$ cat src/sv/rar_pkg.sv
// Shared types and constants for the rational adder with reduction.
package rar_pkg;

	localparam int OpW  = 16;
	localparam int NumW = 33;
	localparam int DenW = 31;
	localparam int MagW = 2 * OpW;
	localparam int CntW = $clog2(MagW + 1);

	typedef enum logic [2:0] {
		ST_IDLE,
		ST_MUL,
		ST_GCD,
		ST_DIV,
		ST_OUT
	} state_t;

	typedef struct packed {
		logic load;
		logic mul;
		logic gcd_step;
		logic div_start;
		logic div_step;
		logic finish;
	} cmd_t;

	typedef struct packed {
		logic err;
		logic gcd_done;
		logic div_done;
	} sts_t;

endpackage

$ cat src/sv/rar_datapath.sv
// Datapath: cross products, binary gcd and restoring division by the gcd.
module rar_datapath (
	input  logic                          clk,
	input  logic                          arst_n,
	input  rar_pkg::cmd_t                 cmd,
	output rar_pkg::sts_t                 sts,
	input  logic [rar_pkg::OpW-1:0]       num_a,
	input  logic [rar_pkg::OpW-1:0]       den_a,
	input  logic [rar_pkg::OpW-1:0]       num_b,
	input  logic [rar_pkg::OpW-1:0]       den_b,
	output logic signed [rar_pkg::NumW-1:0] sum_num,
	output logic [rar_pkg::DenW-1:0]      sum_den,
	output logic                          status
);

	localparam int MW = rar_pkg::MagW;

	logic signed [rar_pkg::OpW-1:0] na_q, da_q, nb_q, db_q;
	logic signed [MW:0]             num_q;   // signed, one extra bit
	logic signed [MW:0]             den_q;
	logic [MW:0]                    ga_q, gb_q;
	logic [rar_pkg::CntW-1:0]       sh_q;
	logic [MW:0]                    g_q;
	logic [MW:0]                    qn_q, qd_q, rn_q, rd_q;
	logic [rar_pkg::CntW:0]         dc_q;
	logic                           sn_q, sd_q;
	logic                           ld_g_q;

	logic signed [MW-1:0] p_ad, p_bc, p_dd;
	logic [MW:0] mag_n, mag_d;
	logic [MW:0] ga_nx, gb_nx, dif;
	logic [MW+1:0] rn_sh, rd_sh;
	logic [MW:0] qn_f, qd_f;
	logic signed [MW+1:0] rnum;
	logic [MW:0] rden;

	assign sts.err      = (da_q == '0) || (db_q == '0);
	assign sts.gcd_done = (gb_q == '0);
	assign sts.div_done = (dc_q == '0);

	// operands widen to the product width before multiplying
	assign p_ad = na_q * db_q;
	assign p_bc = nb_q * da_q;
	assign p_dd = da_q * db_q;

	assign mag_n = num_q[MW] ? (MW+1)'(-num_q) : num_q;
	assign mag_d = den_q[MW] ? (MW+1)'(-den_q) : den_q;

	// binary gcd step on ga,gb (gcd(a,0)=a)
	always_comb begin
		ga_nx = ga_q;
		gb_nx = gb_q;
		dif   = '0;
		if (ga_q == '0) begin
			ga_nx = gb_q;
			gb_nx = '0;
		end else if (!ga_q[0] && !gb_q[0]) begin
			ga_nx = ga_q >> 1;
			gb_nx = gb_q >> 1;
		end else if (!ga_q[0]) begin
			ga_nx = ga_q >> 1;
		end else if (!gb_q[0]) begin
			gb_nx = gb_q >> 1;
		end else if (ga_q >= gb_q) begin
			dif   = ga_q - gb_q;
			ga_nx = gb_q;
			gb_nx = dif >> 1;
		end else begin
			dif   = gb_q - ga_q;
			gb_nx = dif >> 1;
		end
	end

	assign rn_sh = {rn_q, qn_q[MW]};
	assign rd_sh = {rd_q, qd_q[MW]};

	always_ff @(posedge clk or negedge arst_n) begin
		if (!arst_n) begin
			dc_q <= '0;
		end else if (cmd.div_start) begin
			dc_q <= (rar_pkg::CntW+1)'(MW + 1);
		end else if (cmd.div_step) begin
			dc_q <= dc_q - 1'b1;
		end
	end

	// gcd operands loaded the cycle after the products
	always_ff @(posedge clk or negedge arst_n) begin
		if (!arst_n) ld_g_q <= 1'b0;
		else         ld_g_q <= cmd.mul;
	end

	always_ff @(posedge clk) begin
		if (cmd.load) begin
			na_q <= num_a;
			da_q <= den_a;
			nb_q <= num_b;
			db_q <= den_b;
		end
		if (cmd.mul) begin
			num_q <= {p_ad[MW-1], p_ad} + {p_bc[MW-1], p_bc};
			den_q <= {p_dd[MW-1], p_dd};
			sh_q  <= '0;
		end
		if (cmd.gcd_step) begin
			if (ga_q == '0) begin
				ga_q <= ga_nx;
				gb_q <= gb_nx;
			end else begin
				ga_q <= ga_nx;
				gb_q <= gb_nx;
				if (!ga_q[0] && !gb_q[0]) sh_q <= sh_q + 1'b1;
			end
		end else if (ld_g_q) begin
			ga_q <= mag_n;
			gb_q <= mag_d;
		end else if (cmd.mul) begin
			ga_q <= '0;
			gb_q <= '0;
		end
		if (cmd.div_start) begin
			g_q  <= ga_q << sh_q;
			qn_q <= mag_n;
			qd_q <= mag_d;
			sn_q <= num_q[MW];
			sd_q <= den_q[MW];
			rn_q <= '0;
			rd_q <= '0;
		end else if (cmd.div_step) begin
			if (rn_sh >= {1'b0, g_q}) begin
				rn_q <= (MW+1)'(rn_sh - {1'b0, g_q});
				qn_q <= {qn_q[MW-1:0], 1'b1};
			end else begin
				rn_q <= rn_sh[MW:0];
				qn_q <= {qn_q[MW-1:0], 1'b0};
			end
			if (rd_sh >= {1'b0, g_q}) begin
				rd_q <= (MW+1)'(rd_sh - {1'b0, g_q});
				qd_q <= {qd_q[MW-1:0], 1'b1};
			end else begin
				rd_q <= rd_sh[MW:0];
				qd_q <= {qd_q[MW-1:0], 1'b0};
			end
		end
		if (cmd.finish) begin
			if (sts.err) begin
				sum_num <= '0;
				sum_den <= '0;
				status  <= 1'b1;
			end else if (qn_q == '0) begin
				sum_num <= '0;
				sum_den <= rar_pkg::DenW'(1);
				status  <= 1'b0;
			end else begin
				sum_num <= rar_pkg::NumW'(rnum);
				sum_den <= rar_pkg::DenW'(rden);
				status  <= 1'b0;
			end
		end
	end

	// sign of the quotient numerator: num sign xor den sign
	assign qn_f = qn_q;
	assign qd_f = qd_q;
	assign rnum = (sn_q ^ sd_q) ? -$signed({1'b0, qn_f}) : $signed({1'b0, qn_f});
	assign rden = qd_f;

endmodule

$ cat src/sv/rar_ctrl.sv
// Controller state machine sequencing the datapath.
module rar_ctrl (
	input  logic          clk,
	input  logic          arst_n,
	input  logic          in_valid,
	output logic          in_stall,
	output logic          out_valid,
	input  logic          out_stall,
	input  rar_pkg::sts_t sts,
	output rar_pkg::cmd_t cmd,
	output logic          gload
);

	rar_pkg::state_t state_q, state_nx;

	always_ff @(posedge clk or negedge arst_n) begin
		if (!arst_n) state_q <= rar_pkg::ST_IDLE;
		else         state_q <= state_nx;
	end

	always_comb begin
		state_nx = state_q;
		unique case (state_q)
			rar_pkg::ST_IDLE: if (in_valid) state_nx = rar_pkg::ST_MUL;
			rar_pkg::ST_MUL:  state_nx = rar_pkg::ST_GCD;
			rar_pkg::ST_GCD: begin
				if (sts.err) state_nx = rar_pkg::ST_OUT;
				else if (sts.gcd_done && !gload) state_nx = rar_pkg::ST_DIV;
			end
			rar_pkg::ST_DIV: if (sts.div_done) state_nx = rar_pkg::ST_OUT;
			rar_pkg::ST_OUT: if (!out_stall) state_nx = rar_pkg::ST_IDLE;
			default: state_nx = rar_pkg::ST_IDLE;
		endcase
	end

	logic gl_q;
	always_ff @(posedge clk or negedge arst_n) begin
		if (!arst_n) gl_q <= 1'b0;
		else         gl_q <= (state_q == rar_pkg::ST_MUL);
	end
	assign gload = gl_q;

	always_comb begin
		cmd = '0;
		in_stall  = 1'b1;
		out_valid = 1'b0;
		unique case (state_q)
			rar_pkg::ST_IDLE: begin
				in_stall = 1'b0;
				cmd.load = in_valid;
			end
			rar_pkg::ST_MUL: cmd.mul = 1'b1;
			rar_pkg::ST_GCD: begin
				cmd.gcd_step = !gload && !sts.gcd_done;
				cmd.div_start = (sts.gcd_done && !gload) || sts.err;
				cmd.finish = sts.err;
			end
			rar_pkg::ST_DIV: begin
				cmd.div_step = !sts.div_done;
				cmd.finish   = sts.div_done;
			end
			rar_pkg::ST_OUT: out_valid = 1'b1;
			default: ;
		endcase
	end

`ifndef SYNTHESIS
	a_stall: assert property (@(posedge clk) disable iff (!arst_n)
		out_valid |-> in_stall) else $error("input taken while result pending");
	a_hold: assert property (@(posedge clk) disable iff (!arst_n)
		(out_valid && out_stall) |=> out_valid) else $error("result dropped");
	a_onecmd: assert property (@(posedge clk) disable iff (!arst_n)
		$onehot0({cmd.load, cmd.mul, cmd.gcd_step, cmd.div_step}))
		else $error("conflicting commands");
`endif

endmodule

$ cat src/sv/rational_add_reduce.sv
// Top level of the rational adder with gcd reduction.
// Adds num_a/den_a and num_b/den_b, returns the sum in lowest terms.
// Input channel: in_valid/in_stall with num_a, den_a, num_b, den_b.
// Output channel: out_valid/out_stall with sum_num, sum_den, status.
// One transaction at a time: the accepting cycle loads the operands, the
// MUL state forms the cross products, the first GCD cycle loads the gcd
// operands, then the binary gcd runs at one shift or subtract a cycle on
// 33-bit magnitudes, div_start begins the division, and bit-serial
// division of numerator and denominator by the gcd and the write of the
// result follow.
// out_valid rises once the gcd loop and the serial divider are done.
// The next input is taken the cycle after the result is taken.
// A zero denominator skips the gcd and returns 0/0 with status 1.
// A zero sum returns 0/1. The denominator is positive but for 0/0 errors.
// Reset clears the controller; no transaction is then pending.
// While the receiver stalls the result holds and no input is taken.
module rational_add_reduce (
	input  logic                          clk,
	input  logic                          arst_n,
	input  logic                          in_valid,
	output logic                          in_stall,
	input  logic [rar_pkg::OpW-1:0]       num_a,
	input  logic [rar_pkg::OpW-1:0]       den_a,
	input  logic [rar_pkg::OpW-1:0]       num_b,
	input  logic [rar_pkg::OpW-1:0]       den_b,
	output logic                          out_valid,
	input  logic                          out_stall,
	output logic signed [rar_pkg::NumW-1:0] sum_num,
	output logic [rar_pkg::DenW-1:0]      sum_den,
	output logic                          status
);

	rar_pkg::cmd_t cmd;
	rar_pkg::sts_t sts;
	logic gload;
	rar_pkg::cmd_t dcmd;

	rar_ctrl u_ctrl (
		.clk(clk), .arst_n(arst_n), .in_valid(in_valid), .in_stall(in_stall),
		.out_valid(out_valid), .out_stall(out_stall), .sts(sts), .cmd(cmd),
		.gload(gload)
	);

	// the gcd registers take the magnitudes in the cycle after the products
	always_comb begin
		dcmd = cmd;
	end

	rar_datapath u_dp (
		.clk(clk), .arst_n(arst_n), .cmd(dcmd), .sts(sts),
		.num_a(num_a), .den_a(den_a), .num_b(num_b), .den_b(den_b),
		.sum_num(sum_num), .sum_den(sum_den), .status(status)
	);

endmodule

$ cat config.mk
export PLATFORM = sky130hd
export DESIGN_NAME = rational_add_reduce
export DESIGN_NICKNAME = d
export VERILOG_FILES = /design/src/sv/rar_pkg.sv /design/src/sv/rar_datapath.sv /design/src/sv/rar_ctrl.sv /design/src/sv/rational_add_reduce.sv
export SDC_FILE = /design/constraint.sdc
export NUM_CORES = 2
export LEC_CHECK = 0
export BUFFER_PORTS_ARGS = -buffer_cell sky130_fd_sc_hd__buf_2
export CAP_MARGIN = 30
export CORE_MARGIN = 4
export CORE_UTILIZATION = 40
export DETAILED_ROUTE_END_ITERATION = 7
export SLEW_MARGIN = 10
export SYNTH_ARGS = -nofsm -noshare
export SYNTH_HDL_FRONTEND = slang
export SYNTH_HIERARCHICAL = 1
export SYNTH_SLANG_ARGS = --single-unit
$ cat constraint.sdc
create_clock -name clk -period 8.64 [get_ports clk]
set_clock_uncertainty 0.2 [all_clocks]
set_input_delay 0.864 -clock clk [delete_from_list [all_inputs] [get_ports clk]]
set_output_delay 0.864 -clock clk [all_outputs]
set_load 0.05 [all_outputs]
==> qor.log <==
[run_status] outcome finished clean
[place] port buffer count 134
[hold_path] type of the worst min-delay path in2reg
[critical_path] WP data arrival 8430 ps
[critical_path] Startpoint Class flip-flop
[timing] Hold Fails Final Rpt 0
[layout] share of the core filled with cells 0.438
[critical_path] required time at the worst-slack endpoint 8820 ps
[cts] post-CTS repair timing setup buffer count 0
[place] Placed Cells 7,883
[place] RD Place Congestion 0.932
[cts] worst-skew pair later-pin latency 710 ps
[yosys] distinct cell type count of the synthesized netlist 111
[yosys] portion of the post-synthesis area used by sequential elements 0.220
[layout] number of nets in the finished design 7,344
[cts] clock-pin slew on the worst setup and hold paths 70 ps
[global_route] global route overflow 0
[layout] Filler cells 13,743
[timing] max_slew headroom 0.280
[timing] minimum hold slack 134 ps
[drt] DRC violation count after routing 0
[timing] Worst Tran Pin Value 1080 ps
[yosys] dominant register cell in the synthesized netlist sky130_fd_sc_hd__edfxtp_1
[critical_path] kind of end point of the critical path flip-flop
[yosys] synthesized area per cell 9.47 um2
[cts] TritonCTS clock tree done
[global_route] global routing met1 resource utilization 0.299
[cts] number of sinks handled by clock tree synthesis 445
[cts] root buffer cell sky130_fd_sc_hd__clkbuf_16
[cts] maximum buffer depth of the clock tree 3
[yosys] count of flip-flops with a built-in enable after synthesis 361
[drt] 1st-iter DRT viols 3,149
[cts] post-cts repair resize count 0
[drt] routed len/inst 21.1 um
[timing] number of failing setup endpoints in the final timing report 0
[yosys] Net Count, Synth 7,322
[timing] Period Utilization, post-route 0.955
[layout] relative area change from synthesis to final layout 8.68%
[die] top-level I/O count 135
[drt] First-pass DRT Iterations 5
[layout] most frequent standard cell in the layout excluding fill and tap cells sky130_fd_sc_hd__inv_1
[layout] share of cells above drive strength 1 0.0706
[job] max-cap violations 0
[drt] number of vias per cell after detailed routing 5.29
[yosys] summed instance area of the synthesized netlist 0.0571 mm2
[global_route] via count of the first global-routing pass 44,089
[drt] remaining antenna violation count after routing 0
[timing] peak clock frequency supported by timing 121 MHz
[timing] summed negative setup slack over all endpoints 0 ps
[yosys] count of warnings emitted by yosys 6
[die] die area 0.149 mm2
[global_route] grt met2 use 0.391
[critical_path] maximum fanout encountered on the critical timing path 16
[layout] commonest cells after routing, fill and taps aside sky130_fd_sc_hd__inv_1 (1,071), sky130_fd_sc_hd__fa_1 (850), sky130_fd_sc_hd__nand2_1 (644)
[yosys] number of register bits inferred by synthesis 445
[place] detailed placer's ending HPWL 136,000 um
[drt] Post-Route WL 168,000 um
[timing] unrepaired setup endpoints after global routing no
[global_route] antenna violations before repair 11
[global_route] most crowded layer after global routing met2
[layout] non-filler instance count after layout 7,999
[critical_path] type of the setup path with the least slack reg2reg
[die] Placeable Area 0.142 mm2
[drt] vias 42,295
[global_route] GRT Util Overall 0.229
[die] y dimension of the die 386 um
[cts] maximum level of the CTS H-tree 2
[die] starting density of the core 0.403
[timing] time the worst path needs with I/O delays and setup 8250 ps
[yosys] share of synthesized flip-flops with an asynchronous set or reset 0.0270
[yosys] number of instances in the synthesized netlist 6,034
[die] std cell rows 138
[global_route] global-route wire length before repair 262,000 um
[cts] CTS buffer count 57
[global_route] pin count of the biggest net entering global routing 168
[die] die width 386 um
[timing] total count of max-transition violations in the final report 0
[global_route] met3 routing resource usage after global routing 0.0257
-- registers in the layout, indices dropped and copies added (netlist names) --
register,flops
u_dp/na_q,16
u_dp/den_q,32
u_dp/rd_q,33
u_ctrl/state_q,3
u_dp/qn_f,33
u_dp/sum_den,31
u_dp/dc_q,7
u_dp/ga_q,33
u_dp/sd_q,1
u_ctrl/gload,1
u_dp/gb_q,33
u_dp/sum_num,33
u_dp/num_q,33
u_dp/sn_q,1
u_dp/g_q,33
u_dp/nb_q,16
u_dp/da_q,16
u_dp/status,1
u_dp/sh_q,6
u_dp/qd_f,33
u_dp/db_q,16
u_dp/rn_q,33
u_dp/ld_g_q,1
-- metrics by stage --
stage / cell area, um2 / setup slack, ps
2_1_floorplan: 57100 / 4.64
3_3_place_gp: 59900 / 540
5_1_grt: 62100 / 10.5
6_report: 62100 / 389
4_1_cts: 62000 / 338
3_5_place_dp: 59900 / 423
-- timing repair --
action / CTS / global route
setup endpoints to repair: 0 / 0
hold buffers: 1 / 0
endpoints found under the hold margin: 12 / 0
-- final timing paths --
check / from / to / slack [ps] / depth (start not counted)
worst max-delay path: u_dp/na_q[8] / u_dp/num_q[32] / 390 / 26
worst min-delay path: den_b[13] / u_dp/db_q[13] / 130 / 1
worst max register to register: u_dp/na_q[8] / u_dp/num_q[32] / 390 / 26
worst min register to register: u_dp/rn_q[1] / u_dp/rn_q[1] / 280 / 2
max in group asynchronous: arst_n / u_dp/dc_q[6] / 7610 / 2
min in group asynchronous: arst_n / u_ctrl/state_q[2] / 390 / 2
-- layer usage --
layer | wire length (um) | share of wire | vias to the layer above
met5 | 0 | 0 | -
met4 | 6880 | 0.041 | 0
met3 | 9440 | 0.056 | 311
met2 | 81600 | 0.48 | 1315
met1 | 70600 | 0.42 | 21193
li1 | - | - | 19476
-- synth_stat cells, drive strengths merged (14+ instances only) --
master / instances / area share
mux2i: 53 / 0.0093
a211oi: 58 / 0.0078
buf: 42 / 0.0039
and3: 18 / 0.0020
edfxtp: 361 / 0.19
a31oi: 27 / 0.0030
clkbuf: 232 / 0.015
inv: 1074 / 0.071
o21a: 20 / 0.0026
nand3: 37 / 0.0033
o21ai: 245 / 0.022
fa: 850 / 0.30
mux4: 19 / 0.0075
o21bai: 33 / 0.0043
nor2b: 27 / 0.0030
nor2: 350 / 0.023
nand2b: 36 / 0.0039
a21o: 96 / 0.013
nor4: 39 / 0.0044
or3: 24 / 0.0026
o31ai: 33 / 0.0047
dfxtp: 72 / 0.025
nand4: 38 / 0.0042
o211ai: 14 / 0.0019
ha: 370 / 0.081
and2: 419 / 0.046
o22ai: 15 / 0.0018
a21oi: 276 / 0.025
nor3: 55 / 0.0048
xor2: 118 / 0.018
nand2: 645 / 0.043
o221ai: 21 / 0.0033
xnor2: 132 / 0.020
-- layout make-up --
class / instances / area (um2) / share of cell area
flip-flops and latches: 445 / 12600 / 0.203
diodes: 4 / 10.0 / 0.000161
inverters: 1074 / 4030 / 0.0649
repair buffers: 237 / 1480 / 0.0239
well taps: 1890 / 2360 / 0.0381
multi-input cells: 4241 / 39500 / 0.637
clock inverters: 50 / 656 / 0.0106
clock buffers: 58 / 1430 / 0.0230
-- cells by family after synthesis --
logic type                 after synthesis  synth area share
AOI/OAI and AO/OA                      951             0.107
muxes                                   81            0.0187
xor gates and xnor gates               250            0.0383
buffers and inverters                 1348            0.0898
and+or+nand+nor                       1738             0.147
adders and majority gates             1220             0.379
other                                    1         0.0000657
DFF                                    445             0.220
-- worst max-delay path, cell delays in order, from the launching register on --
cell and delay [ps]:
sky130_fd_sc_hd__edfxtp_1 720, sky130_fd_sc_hd__nand2_1 160, sky130_fd_sc_hd__fa_1 540, sky130_fd_sc_hd__inv_1 50, sky130_fd_sc_hd__fa_1 470, sky130_fd_sc_hd__inv_1 50
sky130_fd_sc_hd__fa_1 500, sky130_fd_sc_hd__fa_1 580, sky130_fd_sc_hd__inv_1 70, sky130_fd_sc_hd__fa_1 490, sky130_fd_sc_hd__fa_1 460, sky130_fd_sc_hd__fa_1 530
sky130_fd_sc_hd__inv_1 60, sky130_fd_sc_hd__fa_1 490, sky130_fd_sc_hd__inv_1 40, sky130_fd_sc_hd__ha_1 340, sky130_fd_sc_hd__a21o_1 180, sky130_fd_sc_hd__a21oi_1 260
sky130_fd_sc_hd__nand2_1 90, sky130_fd_sc_hd__a211oi_1 300, sky130_fd_sc_hd__o31ai_1 140, sky130_fd_sc_hd__buf_4 170, sky130_fd_sc_hd__a41oi_1 360, sky130_fd_sc_hd__o21ai_0 140
sky130_fd_sc_hd__a21oi_1 270, sky130_fd_sc_hd__o21ai_0 160, sky130_fd_sc_hd__xnor2_1 140
Power is left out: the tool's default activity adds up to more than one toggle a clock period on the data nets, which glitch-free logic cannot reach.
